==> src/rtl/core/pre_pkg.sv <==
// ----------------------------------------------------------------------------
// pre_pkg
// Types and constants shared by the printable run extractor modules.
// ----------------------------------------------------------------------------
package pre_pkg;

	localparam int MAX_MIN_LEN = 32;
	localparam int RUN_IDX_W   = $clog2(MAX_MIN_LEN);
	localparam int RUN_CNT_W   = RUN_IDX_W + 1;
	localparam int CFG_W       = 6;
	localparam int CMDQ_DEPTH  = 4;
	localparam int CMDQ_PTR_W  = 2;
	localparam int OUTQ_DEPTH  = 4;
	localparam int OUTQ_PTR_W  = 2;

	localparam logic [CFG_W-1:0] DEF_MIN_LEN  = CFG_W'(4);
	localparam logic [7:0]       TAB_CHAR     = 8'h09;
	localparam logic [7:0]       NEWLINE_CHAR = 8'h0A;
	localparam logic [7:0]       PRINT_LO     = 8'h20;
	localparam logic [7:0]       PRINT_HI     = 8'h7E;

	localparam logic CMD_DATA = 1'b0;
	localparam logic CMD_EOF  = 1'b1;

	typedef struct packed {
		logic       cmd;
		logic [7:0] data_byte;
	} in_item_t;

	typedef struct packed {
		logic [7:0]  out_byte;
		logic        string_start;
		logic [31:0] string_offset;
		logic        last;
	} out_item_t;

	typedef enum logic [1:0] {
		K_WRITE,
		K_FLUSH,
		K_PASS,
		K_NL
	} cmd_kind_t;

	typedef struct packed {
		cmd_kind_t              kind;
		logic [7:0]             data;
		logic [RUN_IDX_W-1:0]   idx;
		logic [RUN_CNT_W-1:0]   count;
		logic [31:0]            offset;
	} work_cmd_t;

	typedef enum logic {
		BK_IDLE,
		BK_FLUSH
	} back_state_t;

endpackage

==> src/rtl/core/pre_front.sv <==
// ----------------------------------------------------------------------------
// pre_front
// Classifies input bytes, tracks run length and offset, issues work commands.
// ----------------------------------------------------------------------------
module pre_front (
	input  logic                    clk,
	input  logic                    arst_n,
	input  logic                    cfg_valid,
	input  logic [pre_pkg::CFG_W-1:0] cfg_data,
	input  logic                    push,
	input  pre_pkg::in_item_t       item,
	input  logic                    cq_full,
	output logic                    cq_push,
	output pre_pkg::work_cmd_t      cq_data
);
	import pre_pkg::*;

	logic [CFG_W-1:0]     min_length_q;
	logic [RUN_CNT_W-1:0] run_count_q;
	logic                 emitting_q;
	logic [31:0]          byte_offset_q;

	logic [RUN_CNT_W-1:0] run_count_d;
	logic                 emitting_d;
	logic [31:0]          byte_offset_d;
	logic [RUN_CNT_W-1:0] eff_min;
	logic [RUN_CNT_W-1:0] next_count;
	logic                 printable;
	logic                 accept;

	assign accept     = push && !cq_full;
	assign printable  = (item.data_byte inside {[PRINT_LO:PRINT_HI], TAB_CHAR});
	assign next_count = run_count_q + RUN_CNT_W'(1);

	always_comb begin
		if (min_length_q == '0) begin
			eff_min = RUN_CNT_W'(1);
		end else if (32'(min_length_q) > 32'(MAX_MIN_LEN)) begin
			eff_min = RUN_CNT_W'(MAX_MIN_LEN);
		end else begin
			eff_min = RUN_CNT_W'(min_length_q);
		end
	end

	always_comb begin
		run_count_d   = run_count_q;
		emitting_d    = emitting_q;
		byte_offset_d = byte_offset_q;
		cq_push       = 1'b0;
		cq_data.kind  = K_NL;
		cq_data.data  = item.data_byte;
		cq_data.idx   = run_count_q[RUN_IDX_W-1:0];
		cq_data.count = next_count;
		cq_data.offset = byte_offset_q - 32'(run_count_q);
		if (accept) begin
			if (item.cmd == CMD_EOF) begin
				cq_push       = emitting_q;
				emitting_d    = 1'b0;
				run_count_d   = '0;
				byte_offset_d = '0;
			end else begin
				byte_offset_d = byte_offset_q + 32'd1;
				if (!printable) begin
					cq_push     = emitting_q;
					emitting_d  = 1'b0;
					run_count_d = '0;
				end else if (emitting_q) begin
					cq_push      = 1'b1;
					cq_data.kind = K_PASS;
				end else if (next_count >= eff_min) begin
					cq_push      = 1'b1;
					cq_data.kind = K_FLUSH;
					run_count_d  = '0;
					emitting_d   = 1'b1;
				end else begin
					cq_push      = 1'b1;
					cq_data.kind = K_WRITE;
					run_count_d  = next_count;
				end
			end
		end
	end

	always_ff @(posedge clk or negedge arst_n) begin
		if (!arst_n) begin
			min_length_q  <= DEF_MIN_LEN;
			run_count_q   <= '0;
			emitting_q    <= 1'b0;
			byte_offset_q <= '0;
		end else begin
			if (cfg_valid) begin
				min_length_q <= cfg_data;
			end
			run_count_q   <= run_count_d;
			emitting_q    <= emitting_d;
			byte_offset_q <= byte_offset_d;
		end
	end

endmodule

==> src/rtl/core/pre_cmd_fifo.sv <==
// ----------------------------------------------------------------------------
// pre_cmd_fifo
// Short command queue between the front and back parts.
// ----------------------------------------------------------------------------
module pre_cmd_fifo (
	input  logic               clk,
	input  logic               arst_n,
	input  logic               wr_en,
	input  pre_pkg::work_cmd_t wr_data,
	output logic               full,
	input  logic               rd_en,
	output pre_pkg::work_cmd_t rd_data,
	output logic               empty
);
	import pre_pkg::*;

	work_cmd_t             slots_q [CMDQ_DEPTH];
	logic [CMDQ_PTR_W-1:0] head_q;
	logic [CMDQ_PTR_W-1:0] tail_q;
	logic [CMDQ_PTR_W:0]   count_q;
	logic                  do_wr;
	logic                  do_rd;

	assign full    = (count_q == (CMDQ_PTR_W+1)'(CMDQ_DEPTH));
	assign empty   = (count_q == '0);
	assign do_wr   = wr_en && !full;
	assign do_rd   = rd_en && !empty;
	assign rd_data = slots_q[head_q];

	always_ff @(posedge clk) begin
		if (do_wr) begin
			slots_q[tail_q] <= wr_data;
		end
	end

	always_ff @(posedge clk or negedge arst_n) begin
		if (!arst_n) begin
			head_q  <= '0;
			tail_q  <= '0;
			count_q <= '0;
		end else begin
			if (do_wr) begin
				tail_q <= tail_q + CMDQ_PTR_W'(1);
			end
			if (do_rd) begin
				head_q <= head_q + CMDQ_PTR_W'(1);
			end
			case ({do_wr, do_rd})
				2'b10:   count_q <= count_q + (CMDQ_PTR_W+1)'(1);
				2'b01:   count_q <= count_q - (CMDQ_PTR_W+1)'(1);
				default: count_q <= count_q;
			endcase
		end
	end

endmodule

==> src/rtl/core/pre_back.sv <==
// ----------------------------------------------------------------------------
// pre_back
// Executes work commands: run buffer writes, run replay, pass-through and
// newline results, and holds finished results in an output queue.
// ----------------------------------------------------------------------------
module pre_back (
	input  logic               clk,
	input  logic               arst_n,
	input  pre_pkg::work_cmd_t cq_data,
	input  logic               cq_empty,
	output logic               cq_pop,
	output pre_pkg::out_item_t result,
	output logic               empty,
	input  logic               pop
);
	import pre_pkg::*;

	back_state_t          state_q;
	back_state_t          state_d;

	logic [7:0]           run_mem [MAX_MIN_LEN];
	logic [7:0]           mem_rd_q;
	logic                 mem_wr;
	logic                 mem_rd;

	logic [RUN_IDX_W-1:0] rd_idx_q;
	logic [RUN_IDX_W-1:0] last_idx_q;
	logic [31:0]          flush_off_q;

	logic                 valid_s1;
	logic                 use_mem_s1;
	logic [7:0]           byte_s1;
	logic                 start_s1;
	logic [31:0]          offset_s1;
	logic                 last_s1;

	logic                 issue;
	logic                 space;

	out_item_t             oq_q [OUTQ_DEPTH];
	logic [OUTQ_PTR_W-1:0] oq_head_q;
	logic [OUTQ_PTR_W-1:0] oq_tail_q;
	logic [OUTQ_PTR_W:0]   oq_count_q;
	logic                  oq_pop;
	out_item_t             oq_in;

	assign space  = ((OUTQ_PTR_W+1)'(oq_count_q) + (OUTQ_PTR_W+1)'(valid_s1))
		< (OUTQ_PTR_W+1)'(OUTQ_DEPTH);
	assign mem_wr = cq_pop && (cq_data.kind == K_WRITE || cq_data.kind == K_FLUSH);

	always_comb begin
		state_d = state_q;
		cq_pop  = 1'b0;
		issue   = 1'b0;
		mem_rd  = 1'b0;
		case (state_q)
			BK_IDLE: begin
				if (!cq_empty) begin
					case (cq_data.kind)
						K_WRITE: cq_pop = 1'b1;
						K_FLUSH: begin
							cq_pop  = 1'b1;
							state_d = BK_FLUSH;
						end
						K_PASS, K_NL: begin
							cq_pop = space;
							issue  = space;
						end
						default: cq_pop = 1'b1;
					endcase
				end
			end
			BK_FLUSH: begin
				if (space) begin
					issue  = 1'b1;
					mem_rd = 1'b1;
					if (rd_idx_q == last_idx_q) begin
						state_d = BK_IDLE;
					end
				end
			end
			default: state_d = BK_IDLE;
		endcase
	end

	always_ff @(posedge clk or negedge arst_n) begin
		if (!arst_n) begin
			state_q <= BK_IDLE;
		end else begin
			state_q <= state_d;
		end
	end

	always_ff @(posedge clk) begin
		if (mem_wr) begin
			run_mem[cq_data.idx] <= cq_data.data;
		end
		if (mem_rd) begin
			mem_rd_q <= run_mem[rd_idx_q];
		end
	end

	always_ff @(posedge clk) begin
		if (cq_pop && cq_data.kind == K_FLUSH) begin
			rd_idx_q    <= '0;
			last_idx_q  <= RUN_IDX_W'(cq_data.count - RUN_CNT_W'(1));
			flush_off_q <= cq_data.offset;
		end else if (mem_rd) begin
			rd_idx_q <= rd_idx_q + RUN_IDX_W'(1);
		end
		if (issue) begin
			use_mem_s1 <= mem_rd;
			byte_s1    <= (cq_data.kind == K_NL) ? NEWLINE_CHAR : cq_data.data;
			start_s1   <= mem_rd && (rd_idx_q == '0);
			offset_s1  <= (mem_rd && rd_idx_q == '0) ? flush_off_q : '0;
			last_s1    <= !mem_rd || (rd_idx_q == last_idx_q);
		end
	end

	always_ff @(posedge clk or negedge arst_n) begin
		if (!arst_n) begin
			valid_s1 <= 1'b0;
		end else begin
			valid_s1 <= issue;
		end
	end

	always_comb begin
		oq_in.out_byte      = use_mem_s1 ? mem_rd_q : byte_s1;
		oq_in.string_start  = start_s1;
		oq_in.string_offset = offset_s1;
		oq_in.last          = last_s1;
	end

	assign empty  = (oq_count_q == '0);
	assign oq_pop = pop && !empty;
	assign result = oq_q[oq_head_q];

	always_ff @(posedge clk) begin
		if (valid_s1) begin
			oq_q[oq_tail_q] <= oq_in;
		end
	end

	always_ff @(posedge clk or negedge arst_n) begin
		if (!arst_n) begin
			oq_head_q  <= '0;
			oq_tail_q  <= '0;
			oq_count_q <= '0;
		end else begin
			if (valid_s1) begin
				oq_tail_q <= oq_tail_q + OUTQ_PTR_W'(1);
			end
			if (oq_pop) begin
				oq_head_q <= oq_head_q + OUTQ_PTR_W'(1);
			end
			case ({valid_s1, oq_pop})
				2'b10:   oq_count_q <= oq_count_q + (OUTQ_PTR_W+1)'(1);
				2'b01:   oq_count_q <= oq_count_q - (OUTQ_PTR_W+1)'(1);
				default: oq_count_q <= oq_count_q;
			endcase
		end
	end

endmodule

==> src/rtl/core/printable_run_extractor.sv <==
// ----------------------------------------------------------------------------
// printable_run_extractor
// Reports runs of printable bytes at least min_length long (0 as 1, over 32 as 32).
// ----------------------------------------------------------------------------
// Input: write an item (cmd, data_byte) with push while full is low; cmd
// marks end of file. Results: while empty is low, result holds the oldest
// output byte; pop takes it. The last result that an input causes has last
// set; the first byte of a reported string carries string_start and its
// offset. Configuration: cfg_valid/cfg_ready write min_length; the user must
// write it only while the block is idle, the block does not enforce this;
// cfg_ready is always high. Throughput: one input byte per cycle while full
// is low. A run that reaches min_length (up to 32 bytes) is replayed from
// the run buffer one byte per cycle while the output queue has space; a
// 4-entry command queue lets the front keep accepting meanwhile. A
// pass-through or newline result passes the command queue, the s1 register
// and the output queue; a replayed byte also goes through the run buffer read
// register. When the receiver stalls, the output queue fills, the back end
// holds, then the command queue fills and full rises. Reset clears all
// queues, run state and offset, and sets min_length to 4; no clearing pass.
// ----------------------------------------------------------------------------
module printable_run_extractor (
	input  logic                      clk,
	input  logic                      arst_n,
	input  logic                      cfg_valid,
	output logic                      cfg_ready,
	input  logic [pre_pkg::CFG_W-1:0] cfg_data,
	input  logic                      push,
	output logic                      full,
	input  pre_pkg::in_item_t         item,
	output logic                      empty,
	input  logic                      pop,
	output pre_pkg::out_item_t        result
);
	import pre_pkg::*;

	work_cmd_t front_cmd;
	work_cmd_t back_cmd;
	logic      cq_push;
	logic      cq_full;
	logic      cq_pop;
	logic      cq_empty;

	assign cfg_ready = 1'b1;
	assign full      = cq_full;

	pre_front u_front (
		.clk       (clk),
		.arst_n    (arst_n),
		.cfg_valid (cfg_valid && cfg_ready),
		.cfg_data  (cfg_data),
		.push      (push),
		.item      (item),
		.cq_full   (cq_full),
		.cq_push   (cq_push),
		.cq_data   (front_cmd)
	);

	pre_cmd_fifo u_cmdq (
		.clk     (clk),
		.arst_n  (arst_n),
		.wr_en   (cq_push),
		.wr_data (front_cmd),
		.full    (cq_full),
		.rd_en   (cq_pop),
		.rd_data (back_cmd),
		.empty   (cq_empty)
	);

	pre_back u_back (
		.clk      (clk),
		.arst_n   (arst_n),
		.cq_data  (back_cmd),
		.cq_empty (cq_empty),
		.cq_pop   (cq_pop),
		.result   (result),
		.empty    (empty),
		.pop      (pop)
	);

endmodule

==> config.mk <==
export PLATFORM = sky130hd
export DESIGN_NAME = printable_run_extractor
export DESIGN_NICKNAME = d
export VERILOG_FILES = /design/src/rtl/core/pre_pkg.sv /design/src/rtl/core/pre_front.sv /design/src/rtl/core/pre_cmd_fifo.sv /design/src/rtl/core/pre_back.sv /design/src/rtl/core/printable_run_extractor.sv
export SDC_FILE = /design/constraint.sdc
export NUM_CORES = 1
export LEC_CHECK = 0
export ABC_CLOCK_PERIOD_IN_PS = 3900
export BUFFER_PORTS_ARGS = -buffer_cell sky130_fd_sc_hd__buf_2
export CAP_MARGIN = 20
export CORE_MARGIN = 2
export CORE_UTILIZATION = 42
export DETAILED_ROUTE_END_ITERATION = 10
export MAX_ROUTING_LAYER = met4
export PLACE_DENSITY_LB_ADDON = 0.05
export SLEW_MARGIN = 30
export SYNTH_ARGS = -nofsm -noshare
export SYNTH_HDL_FRONTEND = slang
export SYNTH_SLANG_ARGS = --single-unit
export TNS_END_PERCENT = 10
==> constraint.sdc <==
create_clock -name clk -period 3.9 [get_ports clk]
set_clock_uncertainty 0.2 [all_clocks]
set_input_delay 0.39 -clock clk [delete_from_list [all_inputs] [get_ports clk]]
set_output_delay 0.39 -clock clk [all_outputs]
set_load 0.02 [all_outputs]
==> run_results.csv, run 1 <==
group,metric,value,unit
logic_synthesis,avgSynthCellArea,19.8,um2
clock_network,hold_buffers,24,
floorplan,placement_rows,99,
route,vias_per_cell,5.26,
timing,max_freq,313,MHz
timing,setup-tns-final,0,ns
grt,grt_antenna_before_repair,1,
placed_design,finalWeightedCongestion,0.774,
clock_network,htree_levels,3,
logic_synthesis,postSynthNetCount,1605,
grt,grt_usage,0.179,
clock_network,cts_inserted_buffers,84,
placed_design,buffer_ports.inserted,63,
grt,grt_start_max_net_pins,70,
logic_synthesis,ys_seq_area_frac,0.753,
logic_synthesis,synthesis.instances,1555,
logic_synthesis,synth_enable_flop_cells,720,
route,wl_per_cell,23.3,um
power_and_ir_drop,pwr_density_cell,811,nW/um2
power_and_ir_drop,power_leakage,12.2,nW
clock_network,clock_insertion_delay_worst_skew,0.63,ns
route,vias,14453,
logic_synthesis,netlist-cell-type-count,56,
clock_network,clk_transition_reported_paths,0.06,ns
finish,final_core_utilization,0.492,
finish,final_nets,1767,
clock_network,tritoncts_clock_tree,"built",
floorplan,die_x,275,um
timing,timing_hold_violations_final,0,
logic_synthesis,yosys_register_bits,786,
worst_setup_path,crit-reg2reg-launch,"u_front.run_count_q[0]$_DFFE_PN0P_",
worst_setup_path,worst_setup_path_start_kind,"flop",
finish,final_cell_mix,"720 x edfxtp_1, 174 x mux4_2, 86 x clkbuf_16, 81 x nor2_1, 62 x buf_2",
worst_setup_path,timing.rr.end,"u_cmdq.slots_q[3][51]$_DFFE_PP_",
worst_setup_path,critPathCaptureType,"flop",
outcome,status,"complete, no violations",
clock_network,cts.sink_count,786,
route,detail_route.drc_violations,0,
clock_network,cts_setup_buffers,0,
logic_synthesis,yosys_top_cell_by_area,"edfxtp_1",
timing,layout_min_cycle_time,3.19,ns
grt,grt_first_pass_wirelength,96.6,mm
clock_network,cts_max_path_buffers,3,
worst_setup_path,reg2reg_depth,9,
worst_setup_path,timing_worst_setup_path_type,"flop to flop",
logic_synthesis,synth_async_sr_flop_share,0.0776,
timing,fin_crit_sh,0.819,
route,detailedRoute.firstIterationViolations,1170,
logic_synthesis,synth_warnings,0,
floorplan,pin_count,65,
placed_design,place_ws,0.723,ns
timing,post-route-worst-setup-slack,0.706,ns
placed_design,detailed_place_hpwl,38.8,mm
clock_network,number_of_instances_resized_during_post_cts_repair,0,
worst_setup_path,r2r_slack,0.71,ns
finish,synthToLayoutAreaGrowth,16.0,%
floorplan,core_area,72800,um2
grt,first_global_vias,14944,
logic_synthesis,yosys-top-cells-area,"edfxtp_1 70%, mux4_2 13%, dfrtp_1 4.9%, xor2_1 1.5%, ha_1 1.1%",
floorplan,floorplan.die.height,275,um
job,cap_violations,0,
worst_setup_path,worst-endpoint-arrival,3.28,ns
route,first_pass_iters,5,
route,antenna_nets_post_route,0,
timing,worst_pin_slew,0.880,ns
floorplan,starting_density_of_the_core,0.424,
finish,final_common_cell,"edfxtp_1",
grt,global_route_congestion_overflow_total,0,
logic_synthesis,yosys_most_used_dff,"edfxtp_1",
finish,layout_cells_sized_above_1,0.267,
timing,rsz0062_at_grt,"false",
worst_setup_path,worst_ep_required_time,3.98,ns
finish,non_filler_cell_area_final,35800,um2
logic_synthesis,synth_top_cell_area_share,0.701,
timing,final_max_slew_viol_count,0,
timing,finalSetupViolations,0,
worst_setup_path,crit_fanout,11,
route,finalWirelength,63.9,mm
floorplan,die_area,75600,um2
timing,slew-limit-headroom,0.413,
logic_synthesis,syn_area,30900,um2
clock_network,ctsRootBufferMaster,"clkbuf_16",
power_and_ir_drop,worst_ir_drop_vdd,0.458,mV
min_path,holdCritPathClass,"input port to asynchronous set/reset pin",
timing,hold-worst-slack,0.0819,ns
placed_design,placed_area,32700,um2
-- sequential cells by signal, indices dropped and copies added (netlist names), 3 cells and up --
signal,cells
u_back.flush_off_q,32
u_back.last_idx_q,5
u_back.oq_q,168
u_front.byte_offset_q,32
u_cmdq.count_q,3
u_front.min_length_q,6
u_back.offset_s1,32
u_back.rd_idx_q,5
u_back.oq_count_q,3
u_back.mem_rd_q,8
u_back.byte_s1,8
u_back.run_mem,256
u_cmdq.slots_q,208
u_front.run_count_q,6
-- worst max path at each step --
stage	start	end	slack, ns
detailed placement	u_front.run_count_q[0]$_DFFE_PN0P_	u_cmdq.slots_q[0][51]$_DFFE_PP_	0.72
CTS	u_front.run_count_q[0]$_DFFE_PN0P_	u_cmdq.slots_q[2][51]$_DFFE_PP_	0.69
global route	u_front.run_count_q[0]$_DFFE_PN0P_	u_cmdq.slots_q[3][51]$_DFFE_PP_	0.43
floorplan	u_cmdq.head_q[0]$_DFFE_PN0P_	u_back.byte_s1[0]$_SDFFCE_PN0P_	0.40
global placement	u_cmdq.head_q[0]$_DFFE_PN0P_	u_cmdq.count_q[2]$_DFFE_PN0P_	0.86
finish	u_front.run_count_q[0]$_DFFE_PN0P_	u_cmdq.slots_q[3][51]$_DFFE_PP_	0.71
-- cell type report --
| type | instances | area, um2 |
|---|---|---|
| inverters | 31 | 116 |
| fillers | 5971 | 37000 |
| repair buffers | 152 | 1160 |
| well taps | 959 | 1200 |
| clock buffers | 103 | 2240 |
| multi-input cells | 662 | 7190 |
| flip-flops and latches | 786 | 23300 |
| clock inverters | 54 | 639 |
| diodes | 1 | 2.50 |
-- layer usage --
metal / routed length [um] / up-vias / GRT usage / share of wire
li1: - / 6510 / - / -
met1: 31500 / 7542 / 0.269 / 0.49
met2: 28500 / 310 / 0.252 / 0.45
met5: 0 / - / - / 0
met3: 2830 / 91 / 0.0280 / 0.044
met4: 1140 / 0 / 0.0508 / 0.018
-- cell usage after synthesis, types with 2 or more instances --
cell and n:
inv_1 30, clkbuf_1 52, a21o_1 4, buf_1 9, nand2b_1 9, a21oi_1 16
mux4_2 174, fa_1 3, nand2_1 44, o21ai_0 22, nor3_1 21, nor4_1 8
o21a_1 2, and4_1 3, nand3b_1 3, or4_4 2, mux2_2 24, dfxtp_1 5
buf_6 3, a31oi_1 2, or2_2 2, nor2_1 82, ha_1 27, or3_1 13
and2_1 50, o41ai_1 2, a22o_1 5, xor2_1 52, or4_1 3, nand3_1 22
and3_1 10, nand4_1 12, xnor2_1 22, edfxtp_1 720, dfrtp_1 60, buf_2 10
nor2b_1 7, nor3b_1 2
-- cells by family after synthesis --
logic type / after synthesis / synth area share
xor+xnor: 74 / 0.0210
other cells: 1 / 0.000122
flops: 786 / 0.753
fa+ha+maj: 30 / 0.0129
buf+inv: 107 / 0.0143
simple gates: 299 / 0.0505
compound gates: 60 / 0.0119
mux: 198 / 0.136
-- per-stage QoR --
stage          total power [W]  instances
6_report                0.0290       2748
5_1_grt                 0.0305       2747
4_1_cts                 0.0295       2747
3_5_place_dp            0.0212       2566
3_3_place_gp            0.0211       2566
2_1_floorplan           0.0181       1555
-- worst max-delay path, cell delays in order, from the launching register on --
cell and delay [ns]:
dfrtp_1 0.57, ha_1 0.32, nand3_1 0.11, xnor2_1 0.45, ha_1 0.34, a21o_1 0.19, a21oi_1 0.13, o21ai_0 0.24
nand2b_1 0.15, nand3_1 0.15
-- report_power, final --
part | switching, W | internal (W) | leakage (nW) | total (W)
clock | 0.00324 | 0.00501 | 1.41 | 0.00825
combinational | 0.00492 | 0.00315 | 3.32 | 0.00807
sequential | 0.000690 | 0.0120 | 7.44 | 0.0127
total | 0.00885 | 0.0202 | 12.2 | 0.0290
(Power assumes the default switching activity.)
==> run 2: changes to the inputs <==
- ABC_CLOCK_PERIOD_IN_PS: 3900 -> 2700
- clock period: 3.9 -> 2.7 ns (I/O delays scaled with it)
==> run 2 against run 1 <==
Net effect:
- the flow now finishes with violations (negative setup slack)
- sequential power grew 43%
- critical path depth fell by 3
- flip-flop and latch count stayed put
- wire length is 0.46% higher
- via count is 3.6% higher
- sequential share of layout area decreased by 2.3 points
- critical endpoint is now u_cmdq.slots_q[0][31]$_DFFE_PP_
- largest cell class unchanged
==> run_results.csv, run 2 (synthesis results as in run 1) <==
group,metric,value,unit
grt,grt_first_pass_wirelength,97.3,mm
timing,worst_pin_slew,0.946,ns
clock_network,cts_inserted_buffers,84,
worst_setup_path,timing.rr.end,"u_cmdq.slots_q[0][31]$_DFFE_PP_",
power_and_ir_drop,totalPowerFinal,0.0428,W
floorplan,die_area,75600,um2
finish,num_antenna_cells,0,
grt,global_route_congestion_overflow_total,0,
worst_setup_path,timing_worst_setup_path_type,"flop to flop",
grt,first_global_vias,15351,
outcome,status,"finished with violations",
timing,post-route-worst-setup-slack,-0.0295,ns
worst_setup_path,crit_path_start,"u_front.byte_offset_q[24]$_DFFE_PN0P_",
route,detail_route.drc_violations,0,
power_and_ir_drop,worst_ir_drop_vdd,0.666,mV
clock_network,clk_transition_reported_paths,0.06,ns
route,vias,14973,
route,vias_per_cell,5.23,
clock_network,clock_insertion_delay_worst_skew,0.64,ns
outcome,violations,"negative setup slack",
worst_setup_path,worst_setup_path_start_kind,"flop",
timing,slew-limit-headroom,0.368,
worst_setup_path,r2r_slack,-0.03,ns
worst_setup_path,worst-endpoint-arrival,2.98,ns
worst_setup_path,worstSetupPathDepth,6,
power_and_ir_drop,power.share.switching,0.308,
finish,fillCellCount,5945,
worst_setup_path,critical_path.slowest_cell,"or4_4",
timing,fin_crit_sh,1.01,
grt,grt_start_max_net_pins,45,
power_and_ir_drop,power.share.sequential,0.423,
floorplan,starting_density_of_the_core,0.424,
timing,timing_hold_violations_final,0,
timing,setup-tns-final,-0.118,ns
finish,regMostFlops,"u_back.run_mem",
min_path,holdCritPathClass,"input port to asynchronous set/reset pin",
route,detailedRoute.firstIterationViolations,1090,
floorplan,floorplan.die.height,275,um
worst_setup_path,critPathCapture,"u_cmdq.slots_q[0][31]$_DFFE_PP_",
finish,final_common_cell,"edfxtp_1",
grt,grt_usage,0.180,
placed_design,buffer_ports.inserted,63,
worst_setup_path,crit_fanout,4,
finish,largest_regs,"u_back.run_mem x256, u_cmdq.slots_q x208, u_back.oq_q x168",
power_and_ir_drop,cellInternalPower,0.0296,W
clock_network,tritoncts_clock_tree,"built",
finish,flip_flop_count_of_the_largest_register_after_layout,256,
worst_setup_path,crit_family,"simple AND/OR/NAND/NOR gates",
clock_network,cts_max_path_buffers,3,
worst_setup_path,worst_ep_required_time,2.96,ns
clock_network,cts.sink_count,786,
finish,final_nets,1886,
power_and_ir_drop,share_of_total_power_in_combinational_logic,0.310,
floorplan,die_x,275,um
timing,rsz0062_at_grt,"true",
power_and_ir_drop,clockPowerShare,0.267,
worst_setup_path,reg2reg_depth,6,
finish,final_cell_mix,"720 x edfxtp_1, 174 x mux4_2, 145 x buf_4, 84 x clkbuf_16, 80 x nor2_1",
timing,layout_min_cycle_time,2.73,ns
placed_design,detailed_place_hpwl,41.5,mm
worst_setup_path,crit-reg2reg-launch,"u_front.byte_offset_q[24]$_DFFE_PN0P_",
finish,synthToLayoutAreaGrowth,20.2,%
timing,final_max_slew_viol_count,0,
timing,max_freq,366,MHz
route,first_pass_iters,4,
floorplan,core_area,72800,um2
job,cap_violations,0,
power_and_ir_drop,power_leakage,12.8,nW
floorplan,pin_count,65,
power_and_ir_drop,net-switching-power,0.0132,W
route,antenna_nets_post_route,0,
worst_setup_path,critical_path.cell_chain,"or4_4, or3_4, or3_4, or4_4, nor2_4, xor2_2",
finish,layout_cells_sized_above_1,0.321,
floorplan,placement_rows,99,
worst_setup_path,critical_path.max_stage_delay,0.53,ns
worst_setup_path,critPathCaptureType,"flop",
finish,non_filler_cell_area_final,37100,um2
placed_design,placed_area,33800,um2
power_and_ir_drop,pwr_density_cell,1150,nW/um2
route,wl_per_cell,22.4,um
timing,finalSetupViolations,4,
grt,grt_antenna_before_repair,1,
route,finalWirelength,64.2,mm
placed_design,finalWeightedCongestion,0.772,
worst_setup_path,timing.critical_path.buf_inv,0,
clock_network,ctsRootBufferMaster,"clkbuf_16",
clock_network,htree_levels,3,
## run 2: changes by cell type in the layout (fill, tap and decap cells not counted), moves of 5 or more
cell,before,now
xor2_1,52,47
bufinv_16,14,9
clkinv_1,17,23
buf_12,9,33
xor2_2,0,5
buf_4,57,145
## run 2: layout make-up
cell class	instances	area (um2)	area share
sequential	786	23300	0.627
multi-input combinational	662	7340	0.198
timing repair buffer	271	2400	0.0646
clock buffer	98	2150	0.0581
tap	959	1200	0.0323
clock inverter	56	622	0.0168
inverter	31	116	0.00314
## run 2: per-layer routing
metal | vias to the layer above | share of wire | GRT usage
li1 | 6757 | - | -
met1 | 7837 | 0.50 | 0.275
met2 | 290 | 0.45 | 0.254
met3 | 89 | 0.036 | 0.0279
met4 | 0 | 0.018 | 0.0454
met5 | - | 0 | -
## run 2: what timing repair did
action / 4_1_cts / 5_1_grt
endpoints found under the setup margin: 23 / 274
resized for setup: 4 / 38
hold buffers: 28 / 0
endpoints found under the hold margin: 109 / 0
buffers inserted: 0 / 4
pin swaps: 1 / 11
## run 2: worst register-to-register path: cells and delay by family, from the launching register on
family,cells,cell delay [ns]
xor+xnor,1,0.21
simple gates,5,1.77
flops,1,0.37
## run 2: worst min path at each step
stage                 from                                     to  depth (start not counted)
finish              arst_n  u_front.byte_offset_q[26]$_DFFE_PN0P_                          3
global route        arst_n  u_front.byte_offset_q[26]$_DFFE_PN0P_                          3
CTS                 arst_n  u_front.byte_offset_q[27]$_DFFE_PN0P_                          3
detailed placement  arst_n  u_front.byte_offset_q[16]$_DFFE_PN0P_                          1
global placement    arst_n  u_front.byte_offset_q[16]$_DFFE_PN0P_                          1
floorplan           arst_n       u_back.oq_count_q[0]$_DFFE_PN0P_                          0
## run 2: power groups by stage
stage / Sequential [W] / Combinational, W / Clock [W]
after floorplan: 0.0181 / 0.00808 / 0
after global placement: 0.0182 / 0.0131 / 0
after detailed placement: 0.0184 / 0.0132 / 0
after CTS: 0.0181 / 0.0133 / 0.0117
after global routing: 0.0183 / 0.0145 / 0.0122
final: 0.0181 / 0.0133 / 0.0114
## run 2: stage by stage
stage	cells	hold slack [ns]	util	setup WS, ns
2_1_floorplan	1555	-0.226	-	-0.273
3_3_place_gp	2677	0.141	0.464	-0.00856
3_5_place_dp	2677	0.140	0.464	-0.0859
4_1_cts	2859	0.000249	0.507	-0.0719
5_1_grt	2863	0.0197	0.509	-0.0847
6_report	2863	0.0161	0.509	-0.0295
==> run 3: changes to the inputs <==
- ABC_CLOCK_PERIOD_IN_PS: 2700 -> 2300
- clock period: 2.7 -> 2.3 ns (I/O delays scaled with it)
==> run 3 against run 2 <==
Net effect:
- the run still ends with negative setup slack left
- largest cell class unchanged
- sequential share of layout area is 3.2 points lower
- critical path depth is the same
- combinational power is 38% higher
- highest routed layer unchanged
- flip-flop and latch count did not move
- largest power group unchanged
- global-route usage is 0.47 points higher
==> run_results.csv, run 3 (synthesis results as in run 1) <==
group,metric,value,unit
outcome,status,"finished with violations",
outcome,violations,"negative setup slack",
worst_setup_path,critPathCaptureType,"flop",
worst_setup_path,cp_common_cell,"or3_4",
worst_setup_path,crit_fanout,4,
timing,finalSetupViolations,395,
timing,fin_crit_sh,1.20,
route,finalWirelength,66.3,mm
finish,layout_cells_sized_above_1,0.413,
worst_setup_path,timing.rr.end,"u_cmdq.slots_q[1][31]$_DFFE_PP_",
job,cap_violations,0,
finish,final_nets,2004,
min_path,hold_start,"item[5]",
grt,first_global_vias,15895,
route,first_pass_iters,5,
grt,grt_usage,0.185,
timing,post-route-worst-setup-slack,-0.455,ns
grt,global_route_congestion_overflow_total,0,
clock_network,cts_inserted_buffers,83,
route,detailedRoute.firstIterationViolations,1031,
worst_setup_path,critical_path.slowest_cell,"or4_4",
placed_design,finalWeightedCongestion,0.780,
floorplan,die_area,75600,um2
timing,timing_hold_violations_final,0,
power_and_ir_drop,worst_ir_drop_vdd,0.865,mV
floorplan,floorplan.die.height,275,um
grt,grt_first_pass_wirelength,100,mm
timing,final_max_slew_viol_count,0,
finish,final_common_cell,"edfxtp_1",
route,vias_per_cell,5.18,
power_and_ir_drop,power_leakage,13.7,nW
power_and_ir_drop,pwr_density_cell,1340,nW/um2
finish,largest_regs,"u_back.run_mem x256, u_cmdq.slots_q x208, u_back.oq_q x168",
finish,regMostFlops,"u_back.run_mem",
worst_setup_path,timing_worst_setup_path_type,"flop to flop",
worst_setup_path,crit-reg2reg-launch,"u_front.byte_offset_q[23]$_DFFE_PN0P_",
min_path,holdCritPathClass,"input port to flop",
route,wl_per_cell,22.3,um
worst_setup_path,critical_path.max_stage_delay,0.54,ns
placed_design,detailed_place_hpwl,43.3,mm
finish,synthToLayoutAreaGrowth,26.7,%
finish,fillCellCount,5819,
worst_setup_path,reg2reg_depth,6,
finish,area.sequential,23300,um2
clock_network,htree_levels,3,
grt,grt_antenna_before_repair,1,
clock_network,ctsRootBufferMaster,"clkbuf_16",
clock_network,tritoncts_clock_tree,"built",
floorplan,core_area,72800,um2
timing,max_freq,363,MHz
floorplan,starting_density_of_the_core,0.424,
finish,final_core_utilization,0.537,
worst_setup_path,r2r_slack,-0.45,ns
floorplan,placement_rows,99,
route,detail_route.drc_violations,0,
clock_network,cts.sink_count,786,
timing,hold-worst-slack,0.155,ns
timing,layout_min_cycle_time,2.75,ns
clock_network,clock_insertion_delay_worst_skew,0.62,ns
grt,grt_start_max_net_pins,62,
finish,flip_flop_count_of_the_largest_register_after_layout,256,
worst_setup_path,worst-endpoint-arrival,2.98,ns
clock_network,clk_transition_reported_paths,0.06,ns
floorplan,pin_count,65,
worst_setup_path,worst_ep_required_time,2.52,ns
clock_network,cts_max_path_buffers,3,
floorplan,die_x,275,um
timing,slew-limit-headroom,0.632,
worst_setup_path,worst_setup_path_start_kind,"flop",
worst_setup_path,critPathCapture,"u_cmdq.slots_q[1][31]$_DFFE_PP_",
timing,rsz0062_at_grt,"true",
route,antenna_nets_post_route,0,
finish,multiInputGateArea,8110,um2
route,vias,15434,
worst_setup_path,critical_path.cell_chain,"or4_4, or3_4, or3_4, or4_1, nor2_1, xor2_1",
worst_setup_path,timing.critical_path.buf_inv,0,
worst_setup_path,worstSetupPathDepth,6,
finish,final_cell_mix,"720 x edfxtp_1, 206 x buf_4, 174 x mux4_2, 83 x clkbuf_16, 59 x buf_6",
worst_setup_path,crit_path_start,"u_front.byte_offset_q[23]$_DFFE_PN0P_",
timing,worst_pin_slew,0.548,ns
worst_setup_path,crit_family,"simple AND/OR/NAND/NOR gates",
placed_design,buffer_ports.inserted,63,
run 3: area by class of cell:
cell class,count,area share
clock inverter,39,0.0104
clock buffer,109,0.0569
timing repair buffer,390,0.0963
inverter,31,0.00298
multi-input combinational,662,0.207
antenna,2,0.000128
tap,959,0.0307
sequential,786,0.595
run 3: what timing repair did:
action,CTS,global route
hold buffers,26,0
setup buffers,11,8
pin swaps,31,40
cloned,0,1
resized for setup,158,125
setup endpoints to repair,435,609
endpoints found under the hold margin,110,0
run 3: through the flow:
| stage | total power (W) | instances | TNS [ns] | instance area, um2 | setup WS, ns |
|---|---|---|---|---|---|
| finish | 0.0525 | 2978 | -74.08 | 39100 | -0.455 |
| global route | 0.0552 | 2976 | -108.25 | 39100 | -0.544 |
| CTS | 0.0524 | 2972 | -57.43 | 38500 | -0.461 |
| detailed placement | 0.0385 | 2788 | -70.94 | 34900 | -0.444 |
| global placement | 0.0382 | 2788 | -67.35 | 34900 | -0.435 |
| floorplan | 0.0307 | 1555 | -137.19 | 30900 | -0.455 |
run 3: worst min-delay path by stage:
stage,endpoint,cells past startpoint
finish,u_front.run_count_q[2]$_DFFE_PN0P_,6
detailed placement,u_front.byte_offset_q[15]$_DFFE_PN0P_,2
floorplan,u_back.oq_count_q[0]$_DFFE_PN0P_,0
CTS,u_front.run_count_q[2]$_DFFE_PN0P_,6
global placement,u_front.byte_offset_q[18]$_DFFE_PN0P_,2
global route,u_front.run_count_q[2]$_DFFE_PN0P_,6
run 3: power breakdown:
group          internal, W  switching [W]
Sequential          0.0204        0.00100
Combinational      0.00855        0.00974
Clock              0.00743        0.00546
Total               0.0363         0.0162
run 3: layer usage:
layer  up-vias  track usage  part of all wire
li1       6982            -                 -
met1      8111        0.278              0.49
met2       280        0.265              0.45
met3        61       0.0348             0.045
met4         0       0.0383             0.011
met5         -            -                 0
run 3: worst register-to-register path, delay by kind of cell (launching register included):
| family | cells | cell delay (ns) |
|---|---|---|
| xor gates and xnor gates | 1 | 0.25 |
| DFF | 1 | 0.37 |
| and+or+nand+nor | 5 | 1.75 |
